[src/rtl/core/lifa_pkg.sv]
// ----------------------------------------------------------------------------
// lifa_pkg: shared constants and types for the life automaton step block
// Grid geometry, command and register codes, row and column types.
// ----------------------------------------------------------------------------
package lifa_pkg;

   localparam int MAX_ROWS = 64;
   localparam int MAX_COLS = 64;

   localparam int ROW_W  = $clog2(MAX_ROWS);
   localparam int COL_W  = $clog2(MAX_COLS);
   localparam int RCNT_W = $clog2(MAX_ROWS + 1);
   localparam int CCNT_W = $clog2(MAX_COLS + 1);

   localparam int SIZE_W     = 7;
   localparam int CMD_W      = 2;
   localparam int CELL_ROW_W = 6;
   localparam int CELL_COL_W = 6;
   localparam int CSR_IDX_W  = 2;
   localparam int NBR_W      = 4;

   localparam logic [CMD_W-1:0] CMD_WRITE = 2'd0;
   localparam logic [CMD_W-1:0] CMD_READ  = 2'd1;
   localparam logic [CMD_W-1:0] CMD_STEP  = 2'd2;

   localparam logic [CSR_IDX_W-1:0] REG_ROWS = 2'd0;
   localparam logic [CSR_IDX_W-1:0] REG_COLS = 2'd1;
   localparam logic [CSR_IDX_W-1:0] REG_WRAP = 2'd2;

   localparam logic [SIZE_W-1:0] SIZE_RESET = 7'd64;

   // B3/S23
   localparam logic [NBR_W-1:0] SURVIVE_MIN = 4'd2;
   localparam logic [NBR_W-1:0] BIRTH_COUNT = 4'd3;

   typedef logic [MAX_COLS-1:0] row_type;

   typedef struct packed {
      logic [CCNT_W-1:0] cols;
      logic              wrap;
   } col_cfg_type;

endpackage

[src/rtl/core/lifa_row_cell.sv]
// ----------------------------------------------------------------------------
// lifa_row_cell: one stage of the row ring
// Holds one grid row and takes its neighbor's row on every clock.
// ----------------------------------------------------------------------------
module lifa_row_cell (
   input  logic              clock,
   input  logic              reset,
   input  lifa_pkg::row_type row_in,
   output lifa_pkg::row_type row_out
);
   import lifa_pkg::*;

   row_type row_ff;

   always_ff @(posedge clock) begin
      if (reset) begin
         row_ff <= '0;
      end else begin
         row_ff <= row_in;
      end
   end

   assign row_out = row_ff;

endmodule

[config.mk]
export PLATFORM = sky130hd
export DESIGN_NAME = lifa_row_cell
export DESIGN_NICKNAME = d
export VERILOG_FILES = /design/src/rtl/core/lifa_pkg.sv /design/src/rtl/core/lifa_row_cell.sv
export SDC_FILE = /design/constraint.sdc
export NUM_CORES = 1
export LEC_CHECK = 0
export BUFFER_PORTS_ARGS = -buffer_cell sky130_fd_sc_hd__buf_2
export CORE_MARGIN = 1
export CORE_UTILIZATION = 42
export DETAILED_ROUTE_END_ITERATION = 7
export GPL_TIMING_DRIVEN = 0
export PLACE_DENSITY_LB_ADDON = 0.1
export SLEW_MARGIN = 20
export SYNTH_ARGS = -nofsm -noshare
export SYNTH_HDL_FRONTEND = slang
export SYNTH_SLANG_ARGS = --single-unit
export TNS_END_PERCENT = 5
[constraint.sdc]
create_clock -name clock -period 1 [get_ports clock]
set_clock_uncertainty 0.05 [all_clocks]
set_input_delay 0.05 -clock clock [delete_from_list [all_inputs] [get_ports clock]]
set_output_delay 0.05 -clock clock [all_outputs]
set_load 0.005 [all_outputs]
* Yosys cells after proc, flatten, opt, wreduce, memory -nomap -nowiden *
Cells that the tools add are included.

word-level totals
  bits in latches = 0
  word-level logic and storage cells = 1
  ROM bits = 0
  input port bits = 66
  output and inout port bits = 64
  bits in registers = 64
  memories kept = 0
  RAM bits = 0

cells by class
  shifts and indexed selects = 0
  multipliers = 0
  order comparisons = 0
  reduce and logical (&&, ||, !) cells = 0
  mux-type cells = 0
  divide/modulo/power cells = 0
  $add $sub $neg = 0
  equality and inequality tests = 0
  bitwise gates (word level) = 0

* Logic depth before layout (Yosys ltp) *
  depth in word-level cells = 0
  gate-level depth with buffers = 3
  gate-level depth less buffers = 1

* Worst setup path before layout *
Ideal clock, no wire load.

  path kind = input to register
  start point = input reset
  end point = register row_ff[12] (netlist: row_out[12])
  arrival = 0.374 ns
  cell stages on the path = 3
  setup time = 0.114 ns
  data required time = 0.836 ns
  slack = 0.463 ns
  path buffers = 2
  path through = buf_6 > buf_6 > nor2b_2

RTL lines
  element                 line                 RTL
  start: declaration      lifa_row_cell.sv:7   input logic reset,
  end signal: assignment  lifa_row_cell.sv:19  row_ff <= row_in;
  end: declaration        lifa_row_cell.sv:13  row_type row_ff;

No word-level cell between the ends.

* Final worst setup path *
  start point = input reset
  end point = register row_ff[25] (netlist: row_out[25])

No word-level cell between the ends.

==> impl_metrics.ini <==
[layout]
multi_input_area_um2 = 550.5
syn_to_final_growth_pct = 81.08
regArea_um2 = 1281
nets = 405
fillCellCount = 277
final_cells = 396
utilization = 0.7922
largest_reg_flops = 64
num_antenna_cells = 0
drive_gt1_frac = 0.6076
stdcell_area_um2 = 3473

[die]
io_pins = 130
die_area_um2 = 4841
die_w_um = 69.58
core_area_um2 = 4384
rows = 24
die_h_um = 69.58
start_util = 0.4375

[global_routing]
antenna_found_initial = 0
grt_max_degree = 11
grtUsageTotal = 0.2005
grt_pass1_wl_mm = 7.383
first_global_vias = 1658
grt_overflow = 0

[worst_setup_path]
start_kind = input port
slowest_delay_ps = 570
slowest_stage = dlygate4sd3_1
path_max_fanout = 10
worstPathCellList = dlygate4sd3_1 > buf_6 > buf_6 > nor2b_2
path_class = in -> reg
cp-end-kind = flip-flop
crit_required_ps = 1160
cpMostUsedCell = buf_6
cp.arrival_ps = 1030

[yosys]
syn-cell-area_um2 = 1918
ys_seq_area_frac = 0.6680
synth.distinct_cells = 5
synth_nets = 201
synth-seq-cells = 64
yosys_warnings = 0
syn_inst = 135
syn_area_per_cell_um2 = 14.21

[clocking]
cts_tree = done
cts_made_buffers = 9
h-tree-depth = 3
clock-sinks = 64
cts_root_buffer = clkbuf_8
clock_path_buffers = 2
clk_transition_reported_paths_ps = 60
cts_setup_buffers = 0

[detailed_routing]
via_per_inst = 4.053
avgRoutedWirePerCell_um = 11.82
first_iter_violations = 33
vias = 1605
wl_mm = 4.680
remaining_drc_errors = 0
drt_pass1_iterations = 4
postRouteAntennaNets = 0

[timing]
setup_viol = 0
setup_ws_ps = 133.0
slew_headroom = 0.9185
fmax_mhz = 1153
finalSetupTns_ps = 0
finalCritPeriodShare = 0.8670
hold_violations = 0
slew_violations = 0
rsz0062_at_grt = false
worst_slew_pin_slew_ps = 122.3
finalCriticalPeriod_ps = 867.0

[worst_hold_path]
min_path_type = in -> reg

[outcome]
status = complete, no violations

[placed_design]
dp_slack_ps = 399.2
port_buffers = 128
dp_cells = 315
hpwl_mm = 2.486
placed_area_um2 = 2624
gp_congestion = 0.6573

[power]
power_density_nw_per_um2 = 1603
p_leak_nw = 1.712
ir_drop_mv = 1.107

[run]
maxCapViolCount = 0
## synthesized netlist by cell type
cell / n / area, um^2
nor2b_2: 60 / 525.5
buf_6: 5 / 56.30
nor2b_1: 4 / 25.02
dfxtp_1: 64 / 1281
buf_8: 2 / 30.03
## routing by layer
metal  up-vias  wire (um)  track usage
met5         -          0            0
met2        82       2512       0.3722
met1       704       1733       0.1942
li1        810          -            -
met4         0         86       0.1156
met3         9        347      0.05959
## kinds of logic (layout without fill, tap and decap cells)
logic type             count (synthesis)  count (layout)  share of synthesized area
flip-flops                            64              64                     0.6680
buffers and inverters                  7             216                    0.04501
AND/OR/NAND/NOR                       64              64                     0.2870
## per-stage QoR
step | total power, W | hold slack, ps
2_1_floorplan | 0.002997 | 128.2
3_3_place_gp | 0.003246 | 208.5
3_5_place_dp | 0.003255 | 210.8
4_1_cts | 0.005622 | 399.1
5_1_grt | 0.005812 | 425.3
6_report | 0.005569 | 419.4
## path summary, 6_finish.rpt
kind	start	slack (ps)	to	cells after the start
worst max-delay path	reset	130	row_out[25]	4
worst min-delay path	row_in[10]	420	row_out[10]	3
## what timing repair did
item,4_1_cts,5_1_grt
hold buffers,65,0
hold endpoints to repair,64,0
gates resized for setup,0,0
## critical path, delay by kind of cell
| kind | cells | cell delay (ps) |
|---|---|---|
| simple gates | 1 | 60 |
| buf+inv | 3 | 920 |
## placed cells by master, fill, tap and decap left out, drive strengths merged
master	n
buf	135
bufinv	1
clkbuf	13
clkinv	2
dfxtp	64
dlygate4sd3	65
nor2b	64
## cell type report
cell class | instances | area share
Multi-Input combinational cell | 64 | 0.1585
Clock inverter | 3 | 0.01153
Clock buffer | 13 | 0.04575
Buffer | 7 | 0.02486
Tap cell | 52 | 0.01873
Sequential cell | 64 | 0.3689
Timing Repair Buffer | 193 | 0.3718
## power by group
group	total [W]	internal (W)	switching, W
Sequential	0.00272	0.00269	0.0000301
Combinational	0.000691	0.000467	0.000224
Clock	0.00216	0.00128	0.000880
Total	0.00557	0.00443	0.00113
(Power assumes the default switching activity.)
