==> src/rtl/core/lifa_pkg.sv <==
// ----------------------------------------------------------------------------
// lifa_pkg: shared constants and types for the life automaton step block
// Grid geometry, command and register codes, row and column types.
// ----------------------------------------------------------------------------
package lifa_pkg;

   localparam int MAX_ROWS = 64;
   localparam int MAX_COLS = 64;

   localparam int ROW_W  = $clog2(MAX_ROWS);
   localparam int COL_W  = $clog2(MAX_COLS);
   localparam int RCNT_W = $clog2(MAX_ROWS + 1);
   localparam int CCNT_W = $clog2(MAX_COLS + 1);

   localparam int SIZE_W     = 7;
   localparam int CMD_W      = 2;
   localparam int CELL_ROW_W = 6;
   localparam int CELL_COL_W = 6;
   localparam int CSR_IDX_W  = 2;
   localparam int NBR_W      = 4;

   localparam logic [CMD_W-1:0] CMD_WRITE = 2'd0;
   localparam logic [CMD_W-1:0] CMD_READ  = 2'd1;
   localparam logic [CMD_W-1:0] CMD_STEP  = 2'd2;

   localparam logic [CSR_IDX_W-1:0] REG_ROWS = 2'd0;
   localparam logic [CSR_IDX_W-1:0] REG_COLS = 2'd1;
   localparam logic [CSR_IDX_W-1:0] REG_WRAP = 2'd2;

   localparam logic [SIZE_W-1:0] SIZE_RESET = 7'd64;

   // B3/S23
   localparam logic [NBR_W-1:0] SURVIVE_MIN = 4'd2;
   localparam logic [NBR_W-1:0] BIRTH_COUNT = 4'd3;

   typedef logic [MAX_COLS-1:0] row_type;

   typedef struct packed {
      logic [CCNT_W-1:0] cols;
      logic              wrap;
   } col_cfg_type;

endpackage

==> src/rtl/core/lifa_row_rule.sv <==
// ----------------------------------------------------------------------------
// lifa_row_rule: next generation of one row
// Counts the eight neighbors of every column from three old rows and applies
// B3/S23; columns beyond the active width pass through unchanged.
// ----------------------------------------------------------------------------
module lifa_row_rule (
   input  lifa_pkg::row_type     above,
   input  lifa_pkg::row_type     center,
   input  lifa_pkg::row_type     below,
   input  lifa_pkg::col_cfg_type col_cfg,
   output lifa_pkg::row_type     next_row
);
   import lifa_pkg::*;

   logic [COL_W-1:0] last_col;

   assign last_col = COL_W'(col_cfg.cols - 1'b1);

   always_comb begin
      logic             la, lc, lb, ra, rc, rb;
      logic [NBR_W-1:0] n;
      next_row = center;
      for (int c = 0; c < MAX_COLS; c++) begin
         if (c == 0) begin
            la = col_cfg.wrap & above[last_col];
            lc = col_cfg.wrap & center[last_col];
            lb = col_cfg.wrap & below[last_col];
         end else begin
            la = above[c-1];
            lc = center[c-1];
            lb = below[c-1];
         end
         // right edge of the active area: wrap to column zero or dead
         if (COL_W'(c) == last_col) begin
            ra = col_cfg.wrap & above[0];
            rc = col_cfg.wrap & center[0];
            rb = col_cfg.wrap & below[0];
         end else if (c < MAX_COLS - 1) begin
            ra = above[c+1];
            rc = center[c+1];
            rb = below[c+1];
         end else begin
            ra = 1'b0;
            rc = 1'b0;
            rb = 1'b0;
         end
         n = NBR_W'(la) + NBR_W'(above[c]) + NBR_W'(ra) + NBR_W'(lc) + NBR_W'(rc)
           + NBR_W'(lb) + NBR_W'(below[c]) + NBR_W'(rb);
         if (COL_W'(c) <= last_col) begin
            if (center[c]) begin
               next_row[c] = (n == SURVIVE_MIN) || (n == BIRTH_COUNT);
            end else begin
               next_row[c] = (n == BIRTH_COUNT);
            end
         end
      end
   end

endmodule

==> config.mk <==
export PLATFORM = sky130hd
export DESIGN_NAME = lifa_row_rule
export DESIGN_NICKNAME = d
export VERILOG_FILES = /design/src/rtl/core/lifa_pkg.sv /design/src/rtl/core/lifa_row_rule.sv
export SDC_FILE = /design/constraint.sdc
export NUM_CORES = 1
export LEC_CHECK = 0
export BUFFER_PORTS_ARGS = -buffer_cell sky130_fd_sc_hd__buf_2
export CORE_UTILIZATION = 35
export DETAILED_ROUTE_END_ITERATION = 16
export GPL_ROUTABILITY_DRIVEN = 0
export PLACE_DENSITY_LB_ADDON = 0.12
export SYNTH_ARGS = -nofsm -noshare
export SYNTH_HDL_FRONTEND = slang
export SYNTH_SLANG_ARGS = --single-unit
==> constraint.sdc <==
create_clock -name vclk -period 7.6
set_input_delay 0.38 -clock vclk [all_inputs]
set_output_delay 0.38 -clock vclk [all_outputs]
set_load 0.02 [all_outputs]
=== After elaboration in Yosys (flattened, before gate mapping) ===
Index checks and enable logic that the tools add are counted.

* Equality and inequality tests: 191
* Bitwise logic cells: 6
* Shifts and indexed selects: 0
* $add $sub $neg: 449
* Magnitude comparators: 65
* $mul: 0
* Divide/modulo/power cells: 0
* Reduce and logical (&&, ||, !) cells: 65
* Muxes and demuxes: 326

{| class="wikitable"
|+ Operators with widths
! operator !! number
|-
| adder 4 x 1 -> 4 bit || 256
|-
| equality test 4 x 2 -> 1 bit, second input constant || 128
|-
| 2-to-1 mux 1 bit || 323
|-
| adder 3 x 1 -> 4 bit || 64
|-
| adder 2 x 1 -> 3 bit || 64
|-
| equality test 6 bit, first input constant || 32
|-
| <= comparator 6 bit, first input constant || 32
|-
| adder 1 x 1 -> 2 bit || 64
|-
| equality test 5 x 6 -> 1 bit, first input constant || 16
|-
| <= comparator 5 x 6 -> 1 bit, first input constant || 16
|-
| logical OR 1 bit || 64
|-
| equality test 4 x 6 -> 1 bit, first input constant || 8
|-
| <= comparator 4 x 6 -> 1 bit, first input constant || 8
|-
| equality test 3 x 6 -> 1 bit, first input constant || 4
|-
| <= comparator 3 x 6 -> 1 bit, first input constant || 4
|-
| binary-select mux 1 bit (select 6 bit) || 3
|-
| equality test 2 x 6 -> 1 bit, first input constant || 2
|-
| <= comparator 1 x 6 -> 1 bit, first input constant || 2
|-
| <= comparator 2 x 6 -> 1 bit, first input constant || 2
|-
| less-than comparator 6 x 7 -> 1 bit, second input constant || 1
|-
| bitwise AND 1 bit || 6
|-
| equality test 1 x 6 -> 1 bit, first input constant || 1
|-
| zero test 6 bit || 1
|-
| subtractor 6 x 1 -> 6 bit, second input constant || 1
|}

* Bits in latches: 0
* Flip-flop bits (word level): 0
* ROM bits: 0
* Input port bits: 200
* Bits in writable memories: 0
* Memories: 0

=== Logic depth before layout (Yosys ltp) ===
* Depth in word-level cells: 15
* Gate-level depth with buffers: 23
* Depth with buffers taken out: 17

=== Least setup slack after synthesis ===
No wires, ideal clock.

* Path type: in2out
* From: input port col_cfg[1] (netlist name)
* To: output port next_row[0]
* Data arrival time: 5.843 ns
* Path slack: 1.377 ns
* Data required time: 7.220 ns
* Buffers on the path: 6
* Cell stages on the path: 20
* Cells stage by stage: buf_2 -> buf_2 -> inv_1 -> clkbuf_1 -> ha_1 -> clkbuf_1 -> clkbuf_1 -> clkbuf_1 -> mux4_2 -> o22ai_1 -> a21oi_1 -> a31oi_1 -> fa_1 -> fa_1 -> fa_1 -> inv_1 -> ha_1 -> fa_1 -> o21ai_0 -> o211a_1

* Longest elaborated chain between the ends: 15

{| class="wikitable"
|+ Ends and longest elaborated chain
! element !! RTL line !! source
|-
| start, declared || lifa_row_rule.sv:10 || <nowiki>input lifa_pkg::col_cfg_type col_cfg,</nowiki>
|-
| subtractor 6 x 1 -> 6 bit * || lifa_row_rule.sv:17 || <nowiki>assign last_col = COL_W'(col_cfg.cols - 1'b1);</nowiki>
|-
| binary-select mux 1 bit (select 6 bit) || lifa_row_rule.sv:25 || <nowiki>la = col_cfg.wrap & above[last_col];</nowiki>
|-
| 2-to-1 mux 1 bit (implied by the code) || lifa_row_rule.sv:25 ||
|-
| bitwise AND 1 bit || lifa_row_rule.sv:25 ||
|-
| adder 1 x 1 -> 2 bit || lifa_row_rule.sv:47 || <nowiki>n = NBR_W'(la) + NBR_W'(above[c]) + NBR_W'(ra) + NBR_W'(lc) + NBR_W'(rc)</nowiki>
|-
| adder 2 x 1 -> 3 bit || lifa_row_rule.sv:47 ||
|-
| adder 3 x 1 -> 4 bit || lifa_row_rule.sv:47 ||
|-
| adder 4 x 1 -> 4 bit || lifa_row_rule.sv:47 ||
|-
| adder 4 x 1 -> 4 bit (3 in a row) || lifa_row_rule.sv:48 || <nowiki>+ NBR_W'(lb) + NBR_W'(below[c]) + NBR_W'(rb);</nowiki>
|-
| equality test 4 x 2 -> 1 bit (on tied branches) || lifa_row_rule.sv:51, lifa_row_rule.sv:53 ||
|-
| logical OR 1 bit || lifa_row_rule.sv:51 || <nowiki>next_row[c] = (n == SURVIVE_MIN) || (n == BIRTH_COUNT);</nowiki>
|-
| 2-to-1 mux 1 bit || lifa_row_rule.sv:50 || <nowiki>if (center[c]) begin</nowiki>
|-
| 2-to-1 mux 1 bit * || lifa_row_rule.sv:49 || <nowiki>if (COL_W'(c) <= last_col) begin</nowiki>
|-
| end, declared || lifa_row_rule.sv:11 || <nowiki>output lifa_pkg::row_type next_row</nowiki>
|}

Mark *: on every way between the ends. The rest lies on a longest branch, timed or not. The select of a mux whose other input is x is not followed.

=== Worst setup path after layout ===
* From: input port col_cfg[2] (netlist name)
* To: output port next_row[0]

The elaborated chain is that of the path after synthesis.

==> impl_metrics.env <==
export IMPL_grt_max_degree=65
export IMPL_status="complete, no violations"
export IMPL_postCtsHoldBufs=0
export IMPL_dp_cells=2505
export IMPL_setup_tns_ps=0
export IMPL_ant_nets=0
export IMPL_ys_warn_count=0
export IMPL_worst_pin_slew_ps=1160
export IMPL_synthTopCellsByArea="fa_1 (33%), ha_1 (16%), mux2i_1 (10%)"
export IMPL_min_period_ps=6130
export IMPL_ys_seq_area_share_pct=0
export IMPL_design_seq_count=0
export IMPL_maxCapViolCount=0
export IMPL_io_buffer_count=263
export IMPL_vias=13900
export IMPL_clock_buffers=0
export IMPL_synth_area_um2=15400
export IMPL_cp_required_ps=7220
export IMPL_seqCellArea_um2=0
export IMPL_cpMostUsedCell="fa_1"
export IMPL_dieWidth_um=212
export IMPL_synth_nets=2344
export IMPL_post_cts_buffers=0
export IMPL_grt_pass1_vias=14200
export IMPL_worstHoldPathType="in -> out"
export IMPL_routed_wl_um=56300
export IMPL_synth_top_area_share_pct=33.2
export IMPL_drtPass1Iterations=5
export IMPL_setup_viol_count_final=0
export IMPL_pin_count=264
export IMPL_powerDensity_nw_per_um2=124
export IMPL_synth_top_area_cell="fa_1"
export IMPL_max_freq_mhz=163
export IMPL_rows=76
export IMPL_grt_pass1_wl_um=86100
export IMPL_area_growth_pct=13.3
export IMPL_path_class="in -> out"
export IMPL_grt_total_usage_pct=25.4
export IMPL_rsz0062_at_grt="false"
export IMPL_die_area_um2=44900
export IMPL_cpPeakStageDelay_ps=700
export IMPL_utilization_pct=40.4
export IMPL_yosys_cell_count_top_type="fa_1"
export IMPL_cts_resized=0
export IMPL_path_buf_inv=5
export IMPL_ys_types=73
export IMPL_avgSynthCellArea_um2=9.11
export IMPL_core_area_um2=43300
export IMPL_cp_max_fo=18
export IMPL_cellLeakagePower_nw=8.36
export IMPL_fillers=4380
export IMPL_dieHeight_um=212
export IMPL_final_cells=2507
export IMPL_nets=2574
export IMPL_drc_errors=0
export IMPL_worstPathCellList="buf_2, inv_1, ha_2, buf_4, mux4_2, nand2_1, a32oi_1, a31oi_1, fa_1, fa_1, fa_1, inv_1, ha_1, fa_1, o21ai_0, o211a_1, buf_2"
export IMPL_routedWlPerCell_um=22.5
export IMPL_drt_initial_drc_count=974
export IMPL_crit_family="adder cells"
export IMPL_syn_inst=1692
export IMPL_relSlewSlack_pct=22.2
export IMPL_gr_total_overflow=0
export IMPL_yosys_top_cells_count="fa_1 (256), inv_1 (204), ha_1 (196)"
export IMPL_hold_viol=0
export IMPL_end_kind="output pin"
export IMPL_post_route_period_util_pct=80.7
export IMPL_hpwl_um=47100
export IMPL_antenna_found_initial=2
export IMPL_via_per_inst=5.55
export IMPL_drv_slew=0
export IMPL_drive_above_1_share_pct=21.3
export IMPL_crit_arrival_ps=5750
export IMPL_vdd_drop_max_mv=0.0745
export IMPL_initial_utilization_pct=35.6
export IMPL_cpMaxStageDelayCell="ha_2"
export IMPL_critPathLaunchType="primary input"
-- tightest hold or removal path: cells and delay by family --
family          cells  cell delay [ps]
compound gates      1               60
buf+inv             3              360
-- cell families after synthesis --
family / share of synthesized area [%]
mux: 18.8
xor+xnor: 0.503
simple gates: 10.6
compound gates: 13.9
fa+ha+maj: 49.1
buf+inv: 7.09
-- area by class of cell --
| class | instances | area [um2] | share of cell area, % |
|---|---|---|---|
| multi-input combinational | 1415 | 14400 | 82.2 |
| timing repair buffer | 300 | 1600 | 9.14 |
| inverter | 205 | 769 | 4.40 |
| tap | 585 | 732 | 4.19 |
| antenna | 2 | 5.00 | 0.0286 |
-- cell usage in the layout, fill, tap and decap left out, types with 5 or more instances in the layout --
cell / Yosys / layout
a211oi_1: 5 / 5
o221ai_1: 5 / 5
fa_1: 256 / 256
buf_2: 22 / 262
nand2b_1: 8 / 8
o21ai_0: 108 / 108
buf_4: 3 / 38
a31oi_1: 21 / 21
nor3_1: 12 / 12
mux2_2: 43 / 43
nand4_1: 7 / 7
mux4_2: 38 / 38
o21a_1: 5 / 5
nand2_1: 130 / 130
a21oi_1: 179 / 179
ha_1: 196 / 195
nand3_1: 98 / 98
a2bb2oi_1: 5 / 5
mux2i_1: 154 / 154
inv_1: 204 / 204
a32oi_1: 5 / 5
nor2_1: 50 / 50
-- report_power, final --
group / total, mW / internal [mW] / switching [mW]
Clock: 0.0000000352 / 0.0000000352 / 0
Sequential: 0 / 0 / 0
Combinational: 2.16 / 0.875 / 1.29
-- metal layers --
metal  track usage [%]  up-vias  part of all wire [%]
met4              7.75        0                   3.5
li1                  -     6428                     -
met2              40.6      457                    45
met3              2.58       88                   5.5
met1              36.1     6931                    46
met5                 0        -                     0
-- stage by stage --
stage | setup WS [ps] | instance area (um2) | hold slack (ps) | total power, mW
final | 1470 | 17500 | 1180 | 2.16
after detailed placement | 1490 | 17500 | 1190 | 2.16
after global routing | 1130 | 17500 | 1200 | 2.48
after floorplan | 1380 | 15400 | 926 | 1.50
after global placement | 1550 | 17500 | 1180 | 2.10
after CTS | 1480 | 17500 | 1190 | 2.18
-- worst paths after layout --
check                 startpoint            to  cells past startpoint
worst max-delay path  col_cfg[2]   next_row[0]                     17
worst min-delay path  center[15]  next_row[15]                      4
Power figures use the tool's default switching activity.
